--- config.mk ---
export PLATFORM = sky130hd
export DESIGN_NAME = tpu_back
export DESIGN_NICKNAME = d
export VERILOG_FILES = /design/src/hdl/tpu_pkg.sv /design/src/hdl/tpu_back.sv
export VERILOG_INCLUDE_DIRS = /design/src /design/src/hdl
export SDC_FILE = /design/constraint.sdc
export NUM_CORES = 2
export LEC_CHECK = 0
export ABC_AREA = 0
export BUFFER_PORTS_ARGS = -buffer_cell sky130_fd_sc_hd__buf_2
export CORE_MARGIN = 5
export CORE_UTILIZATION = 40
export CTS_CLUSTER_DIAMETER = 60
export DETAILED_ROUTE_END_ITERATION = 10
export HOLD_SLACK_MARGIN = 0.06
export PLACE_DENSITY_LB_ADDON = 0.15
export SYNTH_ARGS = -nofsm -noshare
export SYNTH_HDL_FRONTEND = slang
export SYNTH_SLANG_ARGS = --single-unit
--- constraint.sdc ---
create_clock -name clk -period 18.7 [get_ports clk]
set_input_delay 1.87 -clock clk [delete_from_list [all_inputs] [get_ports clk]]
set_output_delay 1.87 -clock clk [all_outputs]
set_load 0.01 [all_outputs]
--- src/hdl/tracker_pattern_unpacker_macros.svh ---
// assertion shorthands shared by the unpacker modules
// every use expects clk and rst_n in scope
`ifndef TRACKER_PATTERN_UNPACKER_MACROS_SVH
`define TRACKER_PATTERN_UNPACKER_MACROS_SVH

// same-cycle implication
`define TPU_ASSERT_IMP(lbl, ante, cons, msg) \
  lbl: assert property (@(posedge clk) disable iff (!rst_n) (ante) |-> (cons)) \
    else $error(msg);

// next-cycle implication
`define TPU_ASSERT_NXT(lbl, ante, cons, msg) \
  lbl: assert property (@(posedge clk) disable iff (!rst_n) (ante) |=> (cons)) \
    else $error(msg);

`endif

--- src/hdl/tpu_pkg.sv ---
`default_nettype none

package tpu_pkg;

  // channel history depth
  localparam int CHANNELS = 64;
  localparam int CH_AW    = $clog2(CHANNELS);

  // history stores: note, instrument, volume, effect, parameter
  localparam int HIST_N = 5;

  // op queue between parser and cell builder
  localparam int QDEPTH = 4;

  // input word
  typedef struct packed {
    logic       cmd;
    logic [7:0] data_byte;
  } in_word_t;

  // result kinds
  typedef enum logic [1:0] {
    KIND_CELL     = 2'd0,
    KIND_DONE     = 2'd1,
    KIND_BADCH    = 2'd2,
    KIND_MISMATCH = 2'd3
  } res_kind_t;

  // result word
  typedef struct packed {
    res_kind_t  kind;
    logic [7:0] row;
    logic [5:0] channel;
    logic [7:0] note;
    logic [7:0] instrument;
    logic [7:0] volume;
    logic [7:0] effect;
    logic [7:0] effect_param;
  } out_word_t;

  // configuration register indexes
  typedef enum logic [1:0] {
    CFG_ROW_COUNT     = 2'd0,
    CFG_CHANNEL_COUNT = 2'd1,
    CFG_PACKED_LENGTH = 2'd2,
    CFG_NOTE_LIMIT    = 2'd3
  } cfg_idx_t;

  // ops handed from the parser to the cell builder
  typedef enum logic [1:0] {
    OP_CLEAR  = 2'd0,
    OP_START  = 2'd1,
    OP_FIELD  = 2'd2,
    OP_RESULT = 2'd3
  } op_code_t;

  // field selector, also the history store index
  typedef enum logic [2:0] {
    FLD_NOTE  = 3'd0,
    FLD_INS   = 3'd1,
    FLD_VOL   = 3'd2,
    FLD_EFF   = 3'd3,
    FLD_PARAM = 3'd4
  } fld_t;

  typedef struct packed {
    op_code_t   code;
    logic       last;   // cell completes with this op
    res_kind_t  kind;
    logic [7:0] row;
    logic [5:0] ch;
    fld_t       fld;
    logic [7:0] data;   // mask for a start, stream value for a field
  } op_t;

  // note conversion: note off first, then the limit check
  function automatic logic [7:0] conv_note(input logic [7:0] n, input logic [7:0] lim);
    logic [7:0] res;
    if (n == 8'hFF) begin
      res = 8'hFE;
    end else if (n >= lim) begin
      res = 8'hFF;
    end else begin
      res = n;
    end
    return res;
  endfunction

  // volume clamp and offset
  function automatic logic [7:0] conv_vol(input logic [7:0] v);
    logic [7:0] res;
    if (v > 8'd64) begin
      res = 8'd80;
    end else begin
      res = v + 8'd16;
    end
    return res;
  endfunction

endpackage

`default_nettype wire

--- src/hdl/tpu_back.sv ---
`default_nettype none
`include "tracker_pattern_unpacker_macros.svh"

module tpu_back (
  input  logic                clk,
  input  logic                rst_n,
  input  logic                q_valid,
  input  tpu_pkg::op_t        q_op,
  output logic                pop,
  input  logic [7:0]          note_limit,
  output logic                out_valid,
  input  logic                out_stall,
  output tpu_pkg::out_word_t  out_word
);
  import tpu_pkg::*;

  typedef struct packed {
    logic [7:0] note;
    logic [7:0] ins;
    logic [7:0] vol;
    logic [7:0] eff;
    logic [7:0] param;
  } cell_t;

  logic        ex_valid_r;
  op_t         ex_op_r;
  cell_t       cell_r, cell_nxt;
  logic [7:0]  hist_rd [HIST_N];
  logic        has_out, out_free, fire, hist_clr;
  logic        out_valid_r;
  out_word_t   out_word_r, res_word;

  assign has_out  = (ex_op_r.code == OP_RESULT) ||
                    (ex_op_r.last && (ex_op_r.code == OP_START || ex_op_r.code == OP_FIELD));
  assign out_free = !out_valid_r || !out_stall;
  assign fire     = ex_valid_r && (!has_out || out_free);
  assign pop      = q_valid && (!ex_valid_r || fire);
  assign hist_clr = fire && (ex_op_r.code == OP_CLEAR);

  // per-channel history: one store per field, read when an op leaves the queue
  for (genvar g = 0; g < HIST_N; g++) begin : hist_g
    logic [7:0]          mem [CHANNELS];
    logic [CHANNELS-1:0] vld_r;
    logic [7:0]          rd_r;
    logic                we;
    logic                hit;

    assign we  = fire && (ex_op_r.code == OP_FIELD) && (ex_op_r.fld == fld_t'(g));
    assign hit = we && (ex_op_r.ch[CH_AW-1:0] == q_op.ch[CH_AW-1:0]);

    always_ff @(posedge clk) begin
      if (we) begin
        mem[ex_op_r.ch[CH_AW-1:0]] <= ex_op_r.data;
      end
      if (pop) begin
        // forward a write to the same channel, a clear wins over stored data
        if (hist_clr) begin
          rd_r <= 8'd0;
        end else if (hit) begin
          rd_r <= ex_op_r.data;
        end else begin
          rd_r <= vld_r[q_op.ch[CH_AW-1:0]] ? mem[q_op.ch[CH_AW-1:0]] : 8'd0;
        end
      end
    end

    always_ff @(posedge clk) begin
      if (!rst_n || hist_clr) begin
        vld_r <= '0;
      end else if (we) begin
        vld_r[ex_op_r.ch[CH_AW-1:0]] <= 1'b1;
      end
    end

    assign hist_rd[g] = rd_r;
  end

  // cell assembly
  always_comb begin
    cell_nxt = cell_r;
    case (ex_op_r.code)
      OP_START: begin
        cell_nxt.note  = ex_op_r.data[4] ? conv_note(hist_rd[FLD_NOTE], note_limit) : 8'hFF;
        cell_nxt.ins   = ex_op_r.data[5] ? hist_rd[FLD_INS] : 8'd0;
        cell_nxt.vol   = ex_op_r.data[6] ? conv_vol(hist_rd[FLD_VOL]) : 8'hFF;
        cell_nxt.eff   = ex_op_r.data[7] ? hist_rd[FLD_EFF] : 8'd0;
        cell_nxt.param = ex_op_r.data[7] ? hist_rd[FLD_PARAM] : 8'd0;
      end
      OP_FIELD: begin
        case (ex_op_r.fld)
          FLD_NOTE:  cell_nxt.note  = conv_note(ex_op_r.data, note_limit);
          FLD_INS:   cell_nxt.ins   = ex_op_r.data;
          FLD_VOL:   cell_nxt.vol   = conv_vol(ex_op_r.data);
          FLD_EFF:   cell_nxt.eff   = ex_op_r.data;
          FLD_PARAM: cell_nxt.param = ex_op_r.data;
          default:   cell_nxt = cell_r;
        endcase
      end
      default: begin
        cell_nxt = cell_r;
      end
    endcase
  end

  // result word
  always_comb begin
    res_word         = '0;
    res_word.row     = ex_op_r.row;
    res_word.channel = ex_op_r.ch;
    if (ex_op_r.code == OP_RESULT) begin
      res_word.kind = ex_op_r.kind;
    end else begin
      res_word.kind         = KIND_CELL;
      res_word.note         = cell_nxt.note;
      res_word.instrument   = cell_nxt.ins;
      res_word.volume       = cell_nxt.vol;
      res_word.effect       = cell_nxt.eff;
      res_word.effect_param = cell_nxt.param;
    end
  end

  // execute stage control
  always_ff @(posedge clk) begin
    if (!rst_n) begin
      ex_valid_r <= 1'b0;
    end else if (pop) begin
      ex_valid_r <= 1'b1;
    end else if (fire) begin
      ex_valid_r <= 1'b0;
    end
  end

  // execute stage payload
  always_ff @(posedge clk) begin
    if (pop) begin
      ex_op_r <= q_op;
    end
    if (fire) begin
      cell_r <= cell_nxt;
    end
  end

  // output register
  always_ff @(posedge clk) begin
    if (!rst_n) begin
      out_valid_r <= 1'b0;
    end else if (fire && has_out) begin
      out_valid_r <= 1'b1;
    end else if (!out_stall) begin
      out_valid_r <= 1'b0;
    end
  end

  always_ff @(posedge clk) begin
    if (fire && has_out) begin
      out_word_r <= res_word;
    end
  end

  assign out_valid = out_valid_r;
  assign out_word  = out_word_r;

  `TPU_ASSERT_NXT(a_result_out, fire && ex_op_r.code == OP_RESULT, out_valid_r && out_word_r.kind != KIND_CELL, "end or error word not shown")
  `TPU_ASSERT_NXT(a_ex_hold, ex_valid_r && !fire, ex_valid_r && $stable(ex_op_r), "blocked op lost")

endmodule

`default_nettype wire

==> results_dict.tcl <==
set metrics [dict create \
    setup_violations 0 \
    ctsHtreeMaxLevel 5 \
    cts_resized 0 \
    num_rows 198 \
    drtIter0Drc 7325 \
    clock_sinks 3048 \
    die_area_mm2 0.304 \
    relSlewSlack_pct -3.66 \
    ys.flop_type "edfxtp_1" \
    pin_count 100 \
    gr-usage-all-layers_pct 23.4 \
    required_ns 19.28 \
    hp-start "ex_op_r[24]" \
    via_per_inst 5.89 \
    ys_seq_area_share_pct 75.3 \
    path_clk_slew_ns 0.06 \
    dp_hpwl_um 225000 \
    globalRouteOverflowTotal 0 \
    post-cts-setup-buffer-count 0 \
    cp-start-kind "primary input" \
    grt_pass1_vias 62100 \
    peakVddDrop_mv 0.0683 \
    layout-drive-gt1-share_pct 22.7 \
    ys_types 70 \
    hold_buffers 0 \
    drtAntennaViolNets 0 \
    gp_congestion 0.855 \
    synthTopCellsByCount "edfxtp_1 (2726), nor2_1 (830), mux4_2 (667)" \
    cap_violations 1 \
    netlist_instances 6161 \
    r2r-start "ex_op_r[28]" \
    io_buffers 99 \
    antenna_found_initial 29 \
    die_w_um 551 \
    synth_area_leaders "edfxtp_1 (70%), mux4_2 (13%), dfxtp_1 (5.5%)" \
    clock_tree.root_cell "clkbuf_16" \
    syn_nets 6227 \
    fmax_ghz 0.164 \
    cp_max_fo 53 \
    finalClockSkew_ns 0.0450 \
    cts_tree "built" \
    clock_latency_ns 0.92 \
    hold_ws_ns 0.424 \
    tns_ns 0 \
    fin_crit_ns 6.11 \
    fillerInstances 24900 \
    synth_warnings 0 \
    final_nets 6514 \
    maxSlewViolCount 6 \
    power_leakage_nw 42.0 \
    grt_max_degree 193 \
    clock_path_buffers 4 \
    r2r_slack_ns 13.79 \
    vias 62600 \
    core_region_area_mm2 0.291 \
    cts_buffers 326 \
    grt_pass1_wl_um 501000 \
    syn-cell-area_mm2 0.117 \
    rsz0062_at_grt "no" \
    area_growth_pct 13.6 \
    hold_viol 0 \
    criticalPathCategory "primary input to flop" \
    first_pass_iters 5 \
    drc 0 \
    end_kind "flop" \
    hold_class "flop to flop" \
    status "finished with violations" \
    routed_wl_um 361000 \
    startpoint "q_op[11]" \
    avgSynthCellArea_um2 19.0 \
    synth_seq_cells 3048 \
    violations "max-capacitance violations, max-slew violations" \
    synth_edf_count 2726 \
    die_h_um 551 \
    synth.top_cell.area_share_pct 69.8 \
    start_util_pct 40.2 \
    wl_per_cell_um 33.9 \
    arrival_ns 6.69 \
    yosysTopAreaCell "edfxtp_1" \
    synthArstFlopShare_pct 0 \
    worst_slew_pin_slew_ns 1.54 \
    cellPowerDensity_mw_per_mm2 110 \
    synthMostInstantiatedCell "edfxtp_1" \
    fin_crit_sh_pct 32.7 \
]
==> metrics by stage <==
| step | util, % | power [W] | setup WS [ns] | cells | area [um^2] |
|---|---|---|---|---|---|
| after floorplan | - | 0.00803 | 11.56 | 6161 | 117000 |
| after global placement | 42.0 | 0.00829 | 11.59 | 10000 | 122000 |
| after detailed placement | 42.0 | 0.00830 | 11.54 | 10000 | 122000 |
| after CTS | 45.7 | 0.0147 | 12.51 | 10600 | 133000 |
| after global routing | 45.7 | 0.0150 | 12.19 | 10600 | 133000 |
| final | 45.7 | 0.0146 | 12.59 | 10600 | 133000 |
==> worst max-delay path: stages <==
cell      delay, ns
buf_8          0.42
buf_4          0.74
buf_4          0.85
buf_4          0.65
mux4_1         0.65
a22oi_1        0.23
nand2_1        0.12
o22ai_1        0.39
a211oi_2       0.20
o41ai_1        0.12
o21ai_0        0.17
==> sequential cells by signal, indices dropped and copies added, names as in the netlist <==
signal,flops
cell_r,40
hist_g.rd_r,40
hist_g.vld_r,320
ex_valid_r,1
out_valid,1
out_word,56
hist_g.mem,2560
ex_op_r,30
==> logic make-up after synthesis <==
kind of cell    after synthesis  share of synthesized area [%]
flops                      3048                           75.3
simple gates               1184                           4.18
compound gates              757                           4.54
mux                         754                           13.9
buf+inv                     386                           1.78
fa+ha+maj                    24                          0.256
xor+xnor                      8                         0.0598
==> final timing paths <==
check,end,depth (start not counted)
setup / recovery,hist_g[0].rd_r[2],11
hold / removal,out_word[53],0
setup reg to reg,hist_g[2].mem[9][4],9
hold reg to reg,out_word[53],0
==> area by class of cell <==
type	count	area (um^2)	area share, %
Multi-Input combinational cell	2727	26900	20.2
Clock buffer	433	8990	6.75
Sequential cell	3048	88300	66.3
Timing Repair Buffer	323	2230	1.68
Clock inverter	166	1690	1.27
Inverter	22	82.6	0.0620
Antenna cell	19	47.5	0.0357
Tap cell	3900	4880	3.66
==> placed cells by master, fill, tap and decap left out, types with 10 or more instances in the layout <==
master	instances
edfxtp_1	2726
nor2_1	828
mux4_2	667
clkbuf_16	332
dfxtp_1	322
buf_4	223
o22ai_1	161
a22oi_1	143
nand2_1	135
buf_2	95
o21a_1	87
o21ai_0	77
nor3_1	75
a21oi_1	70
clkbuf_1	69
a22o_1	67
clkinv_2	58
mux2i_1	55
a221oi_1	51
clkinv_1	48
nor2b_1	39
clkbuf_8	30
ha_1	24
bufinv_16	24
inv_1	21
mux4_1	21
diode_2	19
o41ai_1	18
a31oi_1	14
nand2b_1	13
o31ai_1	13
nand4_1	11
nor3b_1	11
nand3_1	11
a21o_1	10
nand2_2	10
mux2_2	10
inv_6	10
==> per-layer routing <==
layer	global-route usage, %	vias up	wire, um
met3	5.07	555	29600
met4	8.54	12	14100
li1	-	25600	-
met2	36.2	2640	167000
met1	32.7	33800	150000
met5	0	-	72
==> power by group <==
| group | internal [W] | total [W] | switching, W |
|---|---|---|---|
| logic | 0.000214 | 0.000689 | 0.000475 |
| clock network | 0.00374 | 0.00647 | 0.00273 |
| registers | 0.00744 | 0.00747 | 0.0000292 |
Power figures use the tool's default switching activity.
