--- config.mk ---
export PLATFORM = sky130hd
export DESIGN_NAME = tpu_queue
export DESIGN_NICKNAME = d
export VERILOG_FILES = /design/src/hdl/tpu_pkg.sv /design/src/hdl/tpu_queue.sv
export VERILOG_INCLUDE_DIRS = /design/src /design/src/hdl
export SDC_FILE = /design/constraint.sdc
export NUM_CORES = 1
export LEC_CHECK = 0
export ABC_CLOCK_PERIOD_IN_PS = 6300
export BUFFER_PORTS_ARGS = -buffer_cell sky130_fd_sc_hd__buf_2
export CAP_MARGIN = 20
export CORE_MARGIN = 1.5
export CORE_UTILIZATION = 55
export DETAILED_ROUTE_END_ITERATION = 8
export PLACE_DENSITY = 0.77
export SETUP_SLACK_MARGIN = 0.2
export SYNTH_ARGS = -nofsm -noshare
export SYNTH_HDL_FRONTEND = slang
export SYNTH_SLANG_ARGS = --single-unit
--- constraint.sdc ---
create_clock -name clk -period 6.3 [get_ports clk]
set_input_delay 0 -clock clk [delete_from_list [all_inputs] [get_ports clk]]
set_output_delay 0 -clock clk [all_outputs]
set_load 0.03 [all_outputs]
--- src/hdl/tracker_pattern_unpacker_macros.svh ---
// assertion shorthands shared by the unpacker modules
// every use expects clk and rst_n in scope
`ifndef TRACKER_PATTERN_UNPACKER_MACROS_SVH
`define TRACKER_PATTERN_UNPACKER_MACROS_SVH

// same-cycle implication
`define TPU_ASSERT_IMP(lbl, ante, cons, msg) \
  lbl: assert property (@(posedge clk) disable iff (!rst_n) (ante) |-> (cons)) \
    else $error(msg);

// next-cycle implication
`define TPU_ASSERT_NXT(lbl, ante, cons, msg) \
  lbl: assert property (@(posedge clk) disable iff (!rst_n) (ante) |=> (cons)) \
    else $error(msg);

`endif

--- src/hdl/tpu_pkg.sv ---
`default_nettype none

package tpu_pkg;

  // channel history depth
  localparam int CHANNELS = 64;
  localparam int CH_AW    = $clog2(CHANNELS);

  // history stores: note, instrument, volume, effect, parameter
  localparam int HIST_N = 5;

  // op queue between parser and cell builder
  localparam int QDEPTH = 4;

  // input word
  typedef struct packed {
    logic       cmd;
    logic [7:0] data_byte;
  } in_word_t;

  // result kinds
  typedef enum logic [1:0] {
    KIND_CELL     = 2'd0,
    KIND_DONE     = 2'd1,
    KIND_BADCH    = 2'd2,
    KIND_MISMATCH = 2'd3
  } res_kind_t;

  // result word
  typedef struct packed {
    res_kind_t  kind;
    logic [7:0] row;
    logic [5:0] channel;
    logic [7:0] note;
    logic [7:0] instrument;
    logic [7:0] volume;
    logic [7:0] effect;
    logic [7:0] effect_param;
  } out_word_t;

  // configuration register indexes
  typedef enum logic [1:0] {
    CFG_ROW_COUNT     = 2'd0,
    CFG_CHANNEL_COUNT = 2'd1,
    CFG_PACKED_LENGTH = 2'd2,
    CFG_NOTE_LIMIT    = 2'd3
  } cfg_idx_t;

  // ops handed from the parser to the cell builder
  typedef enum logic [1:0] {
    OP_CLEAR  = 2'd0,
    OP_START  = 2'd1,
    OP_FIELD  = 2'd2,
    OP_RESULT = 2'd3
  } op_code_t;

  // field selector, also the history store index
  typedef enum logic [2:0] {
    FLD_NOTE  = 3'd0,
    FLD_INS   = 3'd1,
    FLD_VOL   = 3'd2,
    FLD_EFF   = 3'd3,
    FLD_PARAM = 3'd4
  } fld_t;

  typedef struct packed {
    op_code_t   code;
    logic       last;   // cell completes with this op
    res_kind_t  kind;
    logic [7:0] row;
    logic [5:0] ch;
    fld_t       fld;
    logic [7:0] data;   // mask for a start, stream value for a field
  } op_t;

  // note conversion: note off first, then the limit check
  function automatic logic [7:0] conv_note(input logic [7:0] n, input logic [7:0] lim);
    logic [7:0] res;
    if (n == 8'hFF) begin
      res = 8'hFE;
    end else if (n >= lim) begin
      res = 8'hFF;
    end else begin
      res = n;
    end
    return res;
  endfunction

  // volume clamp and offset
  function automatic logic [7:0] conv_vol(input logic [7:0] v);
    logic [7:0] res;
    if (v > 8'd64) begin
      res = 8'd80;
    end else begin
      res = v + 8'd16;
    end
    return res;
  endfunction

endpackage

`default_nettype wire

--- src/hdl/tpu_queue.sv ---
`default_nettype none
`include "tracker_pattern_unpacker_macros.svh"

module tpu_queue (
  input  logic          clk,
  input  logic          rst_n,
  input  logic          push,
  input  tpu_pkg::op_t  push_op,
  output logic          full,
  input  logic          pop,
  output logic          q_valid,
  output tpu_pkg::op_t  q_op
);
  import tpu_pkg::*;

  localparam int PW = $clog2(QDEPTH);
  localparam int CW = $clog2(QDEPTH + 1);

  op_t           slot_r [QDEPTH];
  logic [PW-1:0] wr_ptr_r, rd_ptr_r;
  logic [CW-1:0] cnt_r;
  logic          do_push, do_pop;

  assign full    = (cnt_r == CW'(QDEPTH));
  assign q_valid = (cnt_r != '0);
  assign q_op    = slot_r[rd_ptr_r];
  assign do_push = push && !full;
  assign do_pop  = pop && q_valid;

  // storage
  always_ff @(posedge clk) begin
    if (do_push) begin
      slot_r[wr_ptr_r] <= push_op;
    end
  end

  // pointers and fill level
  always_ff @(posedge clk) begin
    if (!rst_n) begin
      wr_ptr_r <= '0;
      rd_ptr_r <= '0;
      cnt_r    <= '0;
    end else begin
      if (do_push) wr_ptr_r <= (wr_ptr_r == PW'(QDEPTH - 1)) ? '0 : wr_ptr_r + PW'(1);
      if (do_pop)  rd_ptr_r <= (rd_ptr_r == PW'(QDEPTH - 1)) ? '0 : rd_ptr_r + PW'(1);
      if (do_push && !do_pop) begin
        cnt_r <= cnt_r + CW'(1);
      end else if (do_pop && !do_push) begin
        cnt_r <= cnt_r - CW'(1);
      end
    end
  end

  `TPU_ASSERT_IMP(a_no_overflow, push, !full, "push into full queue")

endmodule

`default_nettype wire

==> results_dict.tcl, run 1 <==
set metrics [dict create \
    status "complete, no violations" \
    start_util_pct 57.5 \
    synth_cell_types 23 \
    worstPathArrival_ns 2.90 \
    critPathRequiredTime_ns 6.73 \
    cap_violations 0 \
    port_buffers 65 \
    synthSimpleGateAreaFrac_pct 2.29 \
    finalSetupViolCount 0 \
    cts_tree "yes" \
    crit_fanout 5 \
    syn_avg_cell_area_um2 23.2 \
    hold_viol 0 \
    ys_ff_latch 129 \
    synth_adder_area_share_pct 1.98 \
    grt_max_degree 31 \
    grt_pass1_wl_mm 12.9 \
    synth_xor_area_share_pct 0.365 \
    fmax_mhz 405 \
    dpl.hpwl_mm 4.31 \
    pwr-share-seq_pct 39.9 \
    critical_path_class "reg2reg" \
    async_reset_ff_share_pct 0 \
    fillCellCount 508 \
    syn-num-nets 248 \
    comb_power_share_pct 23.5 \
    worst_setup_path_end_kind "flop" \
    place.gp.congestion 0.678 \
    internal_power_w 0.00198 \
    muxShareOfSynthArea_pct 14.7 \
    insertion_delay_ns 0.51 \
    synth_compound_area_share_pct 0.626 \
    synth_seq_area_share_pct 78.8 \
    leakagePower_nw 2.18 \
    grt_pass1_vias 2594 \
    relSlewSlack_pct 46.5 \
    tightest_slew_ns 0.803 \
    fin_skew_ns 0.00510 \
    peakVddDrop_uv 237 \
    min_path_cells 2 \
    clk_pin_slew_worst_paths_ns 0.06 \
    ios 66 \
    drt_iter0_drc 140 \
    die_width_um 96.4 \
    drc 0 \
    vias 2382 \
    antenna_found_initial 0 \
    grt_overflow 0 \
    coreArea_um2 8340 \
    switching_share_pct 28.1 \
    ys.flop_type "edfxtp_1" \
    syn-instance-count 207 \
    num_rows 33 \
    die_area_um2 9300 \
    post-place-ws_ns 3.82 \
    rsz0062_at_grt "false" \
    fin_nets 359 \
    cts_made_buffers 17 \
    wirelength_mm 8.07 \
    cts_sinks 129 \
    cts.htree.levels 4 \
    fin_crit_sh_pct 39.2 \
    ff2ff_path_depth 7 \
    num_antenna_cells 0 \
    synth_top_family_by_area "multiplexers" \
    chipHeight_um 96.4 \
    area_growth_syn_to_layout_pct 28.6 \
    synth_area_um2 4800 \
    finalWorstSetupSlack_ns 3.83 \
    p_per_area_nw_per_um2 445 \
    p_sw_w 0.000772 \
    synth_edf_count 120 \
    cts.path.max_buffers 2 \
    start_kind "flop" \
    drive_gt1_share_pct 39.4 \
    grt_usage_pct 20.1 \
    post_cts_buffers 0 \
    wl_per_cell_um 18.5 \
    hold_class "in2reg" \
    ant_nets 0 \
    cts-root-buf "clkbuf_8" \
    ys_warn_count 0 \
    first_pass_iters 4 \
    maxSlewViolCount 0 \
    layout_min_cycle_time_ns 2.47 \
    vias_per_cell 5.48 \
    tns_ns 0 \
    power.share.clock_pct 36.5 \
]
-- cells in the mapped netlist, types with 2 or more instances --
cell type,count,area [um^2]
dfxtp_1,9,180
nand2_1,6,22.5
nor2b_1,2,12.5
buf_4,3,22.5
o21ai_0,3,15.0
buf_2,4,20.0
inv_1,3,11.3
and2_1,5,31.3
mux2i_1,3,30.0
nor2_1,2,7.51
edfxtp_1,120,3600
mux4_2,30,676
nand3_1,2,10.0
ha_1,6,75.1
-- registers in the layout (all words and copies together) (netlist names), named ones only --
name / cells
cnt_r: 3
slot_r: 120
rd_ptr_r: 2
wr_ptr_r: 2
-- layout make-up --
cell class	count	area, um^2	share of cell area (%)
Clock buffer	17	414	6.71
Clock inverter	14	195	3.16
Inverter	3	11.3	0.182
Multi-Input combinational cell	67	963	15.6
Sequential cell	129	3790	61.3
Tap cell	105	131	2.13
Timing Repair Buffer	100	673	10.9
-- placed cells by master (no fill, tap or decap), types with 2 or more instances in the layout --
cell	count
clkinv_2	2
nand3_1	2
clkinv_1	5
dfxtp_1	7
nand2_1	6
ha_1	6
edfxtp_1	120
buf_2	65
clkbuf_16	16
dfxtp_2	2
bufinv_16	5
mux4_2	30
nor2b_1	2
dlygate4sd3_1	34
o21ai_0	3
mux2i_1	3
nor2_1	2
inv_1	3
and2_2	4
-- logic make-up (layout without fill, tap and decap cells) --
logic type                 count (synthesis)  after routing
AOI/OAI and AO/OA                          5              5
xor gates and xnor gates                   2              2
adders and majority gates                  7              7
DFF                                      129            129
muxes                                     33             33
and+or+nand+nor                           20             20
buffers and inverters                     11            134
-- power by group through the flow --
stage	Combinational, W	Clock (W)	Sequential (W)
after floorplan	0.000496	0	0.00109
after global placement	0.000629	0	0.00111
after detailed placement	0.000635	0	0.00111
after CTS	0.000657	0.00101	0.00110
after global routing	0.000701	0.00106	0.00111
final	0.000647	0.00100	0.00110
-- stage by stage --
stage | area [um^2] | util (%) | power [W] | hold WS (ns) | instances
floorplan | 4800 | - | 0.00158 | 0.0989 | 207
global placement | 5230 | 62.6 | 0.00174 | 0.213 | 370
detailed placement | 5230 | 62.6 | 0.00175 | 0.218 | 370
CTS | 6170 | 74.0 | 0.00277 | 0.226 | 435
global route | 6170 | 74.0 | 0.00286 | 0.244 | 435
finish | 6170 | 74.0 | 0.00275 | 0.245 | 435
-- worst max-delay path, stage by stage (launching register included) --
cell,delay (ns)
dfxtp_1,0.36
o31ai_1,0.53
ha_1,0.30
inv_1,0.06
fa_1,0.39
xor2_1,0.18
or3_2,0.40
a21boi_0,0.17
-- repair_timing --
| item | CTS | global route |
|---|---|---|
| hold buffers | 34 | 0 |
| endpoints found under the setup margin | 0 | 0 |
| hold endpoints to repair | 129 | 0 |
| gates resized for setup | 0 | 0 |
-- routing by layer --
metal / track usage, % / part of all wire (%)
met1: 24.5 / 42
met2: 34.3 / 52
met3: 5.79 / 4.6
met4: 7.61 / 1.6
met5: 0 / 0
-- path summary, 6_finish.rpt --
| check | endpoint | startpoint | slack [ns] |
|---|---|---|---|
| max reg2reg | cnt_r[2] | cnt_r[0] | 3.83 |
| min | slot_r[2][25] | push_op[25] | 0.25 |
| min reg2reg | wr_ptr_r[0] | wr_ptr_r[0] | 0.52 |
| max | cnt_r[2] | cnt_r[0] | 3.83 |
Power figures use the tool's default switching activity.
==> inputs of run 2 (changes only) <==
--- a/config.mk
+++ b/config.mk
@@ -6,13 +6,13 @@
 export SDC_FILE = /design/constraint.sdc
 export NUM_CORES = 1
 export LEC_CHECK = 0
-export ABC_CLOCK_PERIOD_IN_PS = 6300
+export ABC_CLOCK_PERIOD_IN_PS = 2000
 export BUFFER_PORTS_ARGS = -buffer_cell sky130_fd_sc_hd__buf_2
 export CAP_MARGIN = 20
 export CORE_MARGIN = 1.5
-export CORE_UTILIZATION = 55
+export CORE_UTILIZATION = 51
 export DETAILED_ROUTE_END_ITERATION = 8
-export PLACE_DENSITY = 0.77
+export PLACE_DENSITY = 0.75
 export SETUP_SLACK_MARGIN = 0.2
 export SYNTH_ARGS = -nofsm -noshare
 export SYNTH_HDL_FRONTEND = slang
==> constraint.sdc (replaced) <==
create_clock -name clk -period 2 [get_ports clk]
set_input_delay 0 -clock clk [delete_from_list [all_inputs] [get_ports clk]]
set_output_delay 0 -clock clk [all_outputs]
set_load 0.03 [all_outputs]
==> run 2 against run 1 <==
Effect of this change: clock skew up 0.0015 ns; final area up 9.5%; total power rose to 3.5 times the previous value; highest routed layer unchanged; critical path depth up 1; clock power rose to 3.0 times the previous value; non-clock buffer count up 21; worst setup slack worse by 3.8 ns; register-to-register slack worse by 3.8 ns; combinational power rose to 4.8 times the previous value.
==> results_dict.tcl, run 2 (synthesis gave the netlist of run 1 again) <==
set metrics [dict create \
    largest_reg_flops 120 \
    peakVddDrop_uv 903 \
    critPathRequiredTime_ns 2.43 \
    worstSetupPathDepth 8 \
    coreArea_um2 9200 \
    worstPathArrival_ns 2.42 \
    antenna_found_initial 0 \
    finalWorstSetupSlack_ns 0.0135 \
    insertion_delay_ns 0.50 \
    routed.top_layer "met4" \
    hold_viol 0 \
    post-place-ws_ns -0.0219 \
    fmax_mhz 503 \
    place.gp.congestion 0.684 \
    cts_made_buffers 17 \
    drc 0 \
    fin_util_pct 73.5 \
    relSlewSlack_pct 81.1 \
    worst_setup_path_end_kind "flop" \
    chipHeight_um 100 \
    dpl.hpwl_mm 4.88 \
    crit_slowest_cell "fa_2" \
    fin_nets 380 \
    cts.path.max_buffers 2 \
    layout_common_cells "edfxtp_1, buf_2, dlygate4sd3_1" \
    route.met2.wl_mm 4.68 \
    top_regs "slot_r x120, cnt_r x3" \
    wl_met1_mm 3.71 \
    drive_gt1_share_pct 47.4 \
    maxSlewViolCount 0 \
    regArea_um2 3790 \
    fin_crit_sh_pct 99.3 \
    fillCellCount 517 \
    rsz0062_at_grt "true" \
    hp-start "push" \
    largest-register "slot_r" \
    finalSetupViolCount 0 \
    first_pass_iters 4 \
    ant_nets 0 \
    min_path_cells 4 \
    cpPeakStageDelay_ns 0.35 \
    vias_per_cell 5.31 \
    hold-path-endpoint "wr_ptr_r[1]" \
    dp_cells 389 \
    wl_per_cell_um 19.2 \
    grt_usage_pct 19.0 \
    wl_met3_um 435 \
    critPathTopFamily "adder cells" \
    crit_fanout 4 \
    num_rows 35 \
    grt_pass1_wl_mm 13.6 \
    grt_max_degree 24 \
    cts_sinks 129 \
    r2r_end "cnt_r[2]" \
    p_per_area_nw_per_um2 1410 \
    wirelength_mm 8.89 \
    multi_input_area_um2 1020 \
    cap_violations 0 \
    cts.htree.levels 4 \
    status "complete, no violations" \
    start_util_pct 52.2 \
    leakagePower_nw 2.39 \
    hold_class "in2reg" \
    start_kind "flop" \
    grt_overflow 0 \
    cts_tree "yes" \
    grt_pass1_vias 2660 \
    ff2ff_setup_slack_ns 0.01 \
    ff2ff_path_depth 8 \
    die_area_um2 10000 \
    final_cells 463 \
    die_width_um 100 \
    clk_pin_slew_worst_paths_ns 0.06 \
    layout_min_cycle_time_ns 1.99 \
    vias 2459 \
    critical_path_class "reg2reg" \
    area_growth_syn_to_layout_pct 40.9 \
    drt_iter0_drc 203 \
    cts-root-buf "clkbuf_8" \
    port_buffers 65 \
    tightest_slew_ns 0.283 \
    r2r-start "cnt_r[2]" \
    crit_path_cell_trace "buf_6, o31ai_4, ha_4, inv_2, fa_2, xor2_2, or3_4, a21boi_2" \
    num_antenna_cells 0 \
    fin_skew_ns 0.00658 \
    ios 66 \
    mostFrequentLayoutCell "edfxtp_1" \
    crit_buf_inv 2 \
]
[run 2: through the flow]
step	hold WS [ns]	total power, W	TNS, ns	cell area [um^2]
after detailed placement	0.220	0.00571	-0.0219	5430
after global placement	0.212	0.00566	0	5430
after global routing	0.0692	0.00991	-0.0574	6760
final	0.0525	0.00951	0	6760
after CTS	0.0509	0.00919	0	6560
after floorplan	0.0989	0.00506	0	4850
[run 2: tightest hold or removal path: cells and delay by family]
kind          cells  cell delay (ns)
mux               1             0.07
simple gates      1             0.18
buf+inv           2             0.25
[run 2: per-layer routing]
metal  global-route usage (%)  vias to the layer above
met5                        0                        -
met4                     7.26                        0
met3                     5.92                       10
met2                     31.0                       73
met1                     24.0                     1254
li1                         -                     1122
[run 2: power by group]
group	switching (W)	leakage, nW	internal, W
sequential	0.000144	1.18	0.00331
clock	0.00108	0.271	0.00188
combinational	0.00148	0.942	0.00162
[run 2: final cells by class]
class	count	area share [%]
timing repair buffer	121	18.0
clock buffer	17	6.12
clock inverter	15	2.48
sequential	129	56.1
multi-input combinational	67	15.0
tap	111	2.05
inverter	3	0.167
[run 2: worst max-delay path by stage]
stage                     slack (ns)  startpoint  endpoint
after CTS                       0.01    cnt_r[2]  cnt_r[2]
after detailed placement       -0.02    cnt_r[1]  cnt_r[2]
after global routing           -0.06    cnt_r[2]  cnt_r[2]
after global placement          0.07    cnt_r[1]  cnt_r[2]
after floorplan                 0.05    cnt_r[2]  cnt_r[2]
final                           0.01    cnt_r[2]  cnt_r[2]
[run 2: repair_timing]
| item | CTS | global route |
|---|---|---|
| hold endpoints to repair | 129 | 0 |
| resized for setup | 26 | 65 |
| pin swaps | 0 | 4 |
| buffers inserted | 4 | 2 |
| gates cloned | 3 | 1 |
| endpoints found under the setup margin | 31 | 31 |
| hold buffers | 32 | 0 |
==> inputs of run 3 (changes only) <==
--- a/config.mk
+++ b/config.mk
@@ -12,7 +12,9 @@
 export CORE_MARGIN = 1.5
 export CORE_UTILIZATION = 51
 export DETAILED_ROUTE_END_ITERATION = 8
+export GPL_TIMING_DRIVEN = 0
 export PLACE_DENSITY = 0.75
+export RECOVER_POWER = 50
 export SETUP_SLACK_MARGIN = 0.2
 export SYNTH_ARGS = -nofsm -noshare
 export SYNTH_HDL_FRONTEND = slang
==> run 3 against run 2 <==
Effect of this change: the run now ends with negative setup slack left; critical path depth grew 1; total power grew 1.4%; sequential share of layout area grew 0.92 points; highest routed layer unchanged; register-to-register slack lost 0.03 ns; critical endpoint unchanged; via count shrank 0.89%; worst setup slack lost 0.030 ns; die area is the same; non-clock buffer count shrank 2; routed wire length shrank 0.66%; worst hold slack gained 0.094 ns.
==> results_dict.tcl, run 3 (synthesis gave the netlist of run 1 again) <==
set metrics [dict create \
    largest_reg_flops 120 \
    cts_tree "yes" \
    critPathRequiredTime_ns 2.42 \
    cts.htree.levels 4 \
    tns_ns -0.0161 \
    status "finished with violations" \
    finalSetupViolCount 1 \
    grt_pass1_wl_mm 13.4 \
    largest-register "slot_r" \
    holdWs_ns 0.146 \
    start_kind "flop" \
    wirelength_mm 8.83 \
    cts_sinks 129 \
    r2r-start "cnt_r[2]" \
    antenna_found_initial 0 \
    fin_util_pct 72.4 \
    layout_common_cells "edfxtp_1, dlygate4sd3_1, buf_6" \
    ant_nets 0 \
    rsz0062_at_grt "true" \
    p_per_area_nw_per_um2 1450 \
    port_buffers 65 \
    die_width_um 100 \
    drive_gt1_share_pct 37.2 \
    first_pass_iters 4 \
    hold_viol 0 \
    finalPower_w 0.00964 \
    wl_per_cell_um 19.2 \
    num_antenna_cells 0 \
    r2r_end "cnt_r[2]" \
    critical_path.endpoint "cnt_r[2]" \
    clk_pin_slew_worst_paths_ns 0.06 \
    fin_nets 378 \
    crit_fanout 5 \
    peakVddDrop_uv 778 \
    grt_overflow 0 \
    top_regs "slot_r x120, cnt_r x3" \
    tightest_slew_ns 0.874 \
    drc 0 \
    fin_skew_ns 0.00521 \
    layout_min_cycle_time_ns 2.02 \
    drt_iter0_drc 71 \
    cts-root-buf "clkbuf_8" \
    insertion_delay_ns 0.50 \
    worst_setup_path_end_kind "flop" \
    fmax_mhz 496 \
    dpl.hpwl_mm 4.71 \
    hold_class "in2reg" \
    grt_usage_pct 18.9 \
    cts_made_buffers 17 \
    cts.path.max_buffers 2 \
    place.gp.congestion 0.639 \
    vias_per_cell 5.30 \
    vias 2437 \
    die_area_um2 10000 \
    grt_pass1_vias 2525 \
    cp-startpoint "cnt_r[2]" \
    maxSlewViolCount 0 \
    chipHeight_um 100 \
    finalWorstSetupSlack_ns -0.0161 \
    leakagePower_nw 2.30 \
    failed_checks "negative setup slack" \
    mostFrequentLayoutCell "edfxtp_1" \
    cap_violations 0 \
    start_util_pct 52.2 \
    critical_path_class "reg2reg" \
    grt_max_degree 31 \
    ff2ff_setup_slack_ns -0.02 \
    relSlewSlack_pct 41.8 \
    num_rows 35 \
    ff2ff_path_depth 9 \
    ios 66 \
    worstPathArrival_ns 2.44 \
    fin_crit_sh_pct 101 \
    coreArea_um2 9200 \
    area_growth_syn_to_layout_pct 38.7 \
]
[run 3: changes by cell type in the layout (fill, tap and decap cells not counted), sizes merged]
cell,before,now
dlygate4sd3,32,33
inv,4,5
clkinvlp,5,2
buf,88,55
clkinv,6,4
bufinv,3,5
clkbuf,18,49
[run 3: report_power, final]
part           switching (W)  leakage (nW)  total [W]  internal (W)
registers           0.000135          1.18    0.00344       0.00331
logic                0.00146         0.823    0.00296       0.00150
clock network        0.00109         0.302    0.00324       0.00215
[run 3: per-stage QoR]
stage,worst slack [ns],std cells,area (um^2)
6_report,-0.0161,460,6660
5_1_grt,-0.101,460,6660
4_1_cts,0.0293,457,6600
3_5_place_dp,-0.0111,383,5320
3_3_place_gp,0.0186,383,5320
2_1_floorplan,0.0466,207,4850
[run 3: routing by layer]
layer,vias up,share of wire [%],GRT usage (%)
met4,0,0.78,7.15
met2,61,53,31.6
met1,1252,43,23.8
met5,-,0,0
li1,1119,-,-
met3,5,4.0,5.22
[run 3: layout make-up]
cell class	instances	area [um^2]
well taps	111	139
fillers	579	2540
inverters	3	11.3
multi-input cells	67	1010
repair buffers	111	987
clock buffers	18	418
clock inverters	13	210
flip-flops and latches	129	3800
plain buffers	8	81.3
[run 3: what timing repair did]
item	CTS	global route
pin swaps	4	3
hold endpoints to repair	125	0
endpoints found under the setup margin	152	151
gates cloned	3	0
hold buffers	33	0
gates resized for setup	57	32
setup buffers	7	3
[run 3: critical path, stage by stage (launching register included)]
cell	delay (ns)
dfxtp_4	0.36
nor3b_4	0.15
nor2b_1	0.10
buf_4	0.14
ha_4	0.14
inv_2	0.04
fa_2	0.41
xor2_2	0.17
or3_4	0.32
a21boi_1	0.11
[run 3: how the worst min path moves through the flow]
stage | from | endpoint | slack, ns | cells after the start
6_report | push | wr_ptr_r[1] | 0.15 | 6
3_3_place_gp | push_op[10] | slot_r[3][10] | 0.21 | 1
5_1_grt | push | wr_ptr_r[1] | 0.16 | 6
2_1_floorplan | push_op[0] | slot_r[0][0] | 0.1 | 0
3_5_place_dp | push_op[17] | slot_r[1][17] | 0.22 | 1
4_1_cts | push | wr_ptr_r[1] | 0.05 | 5
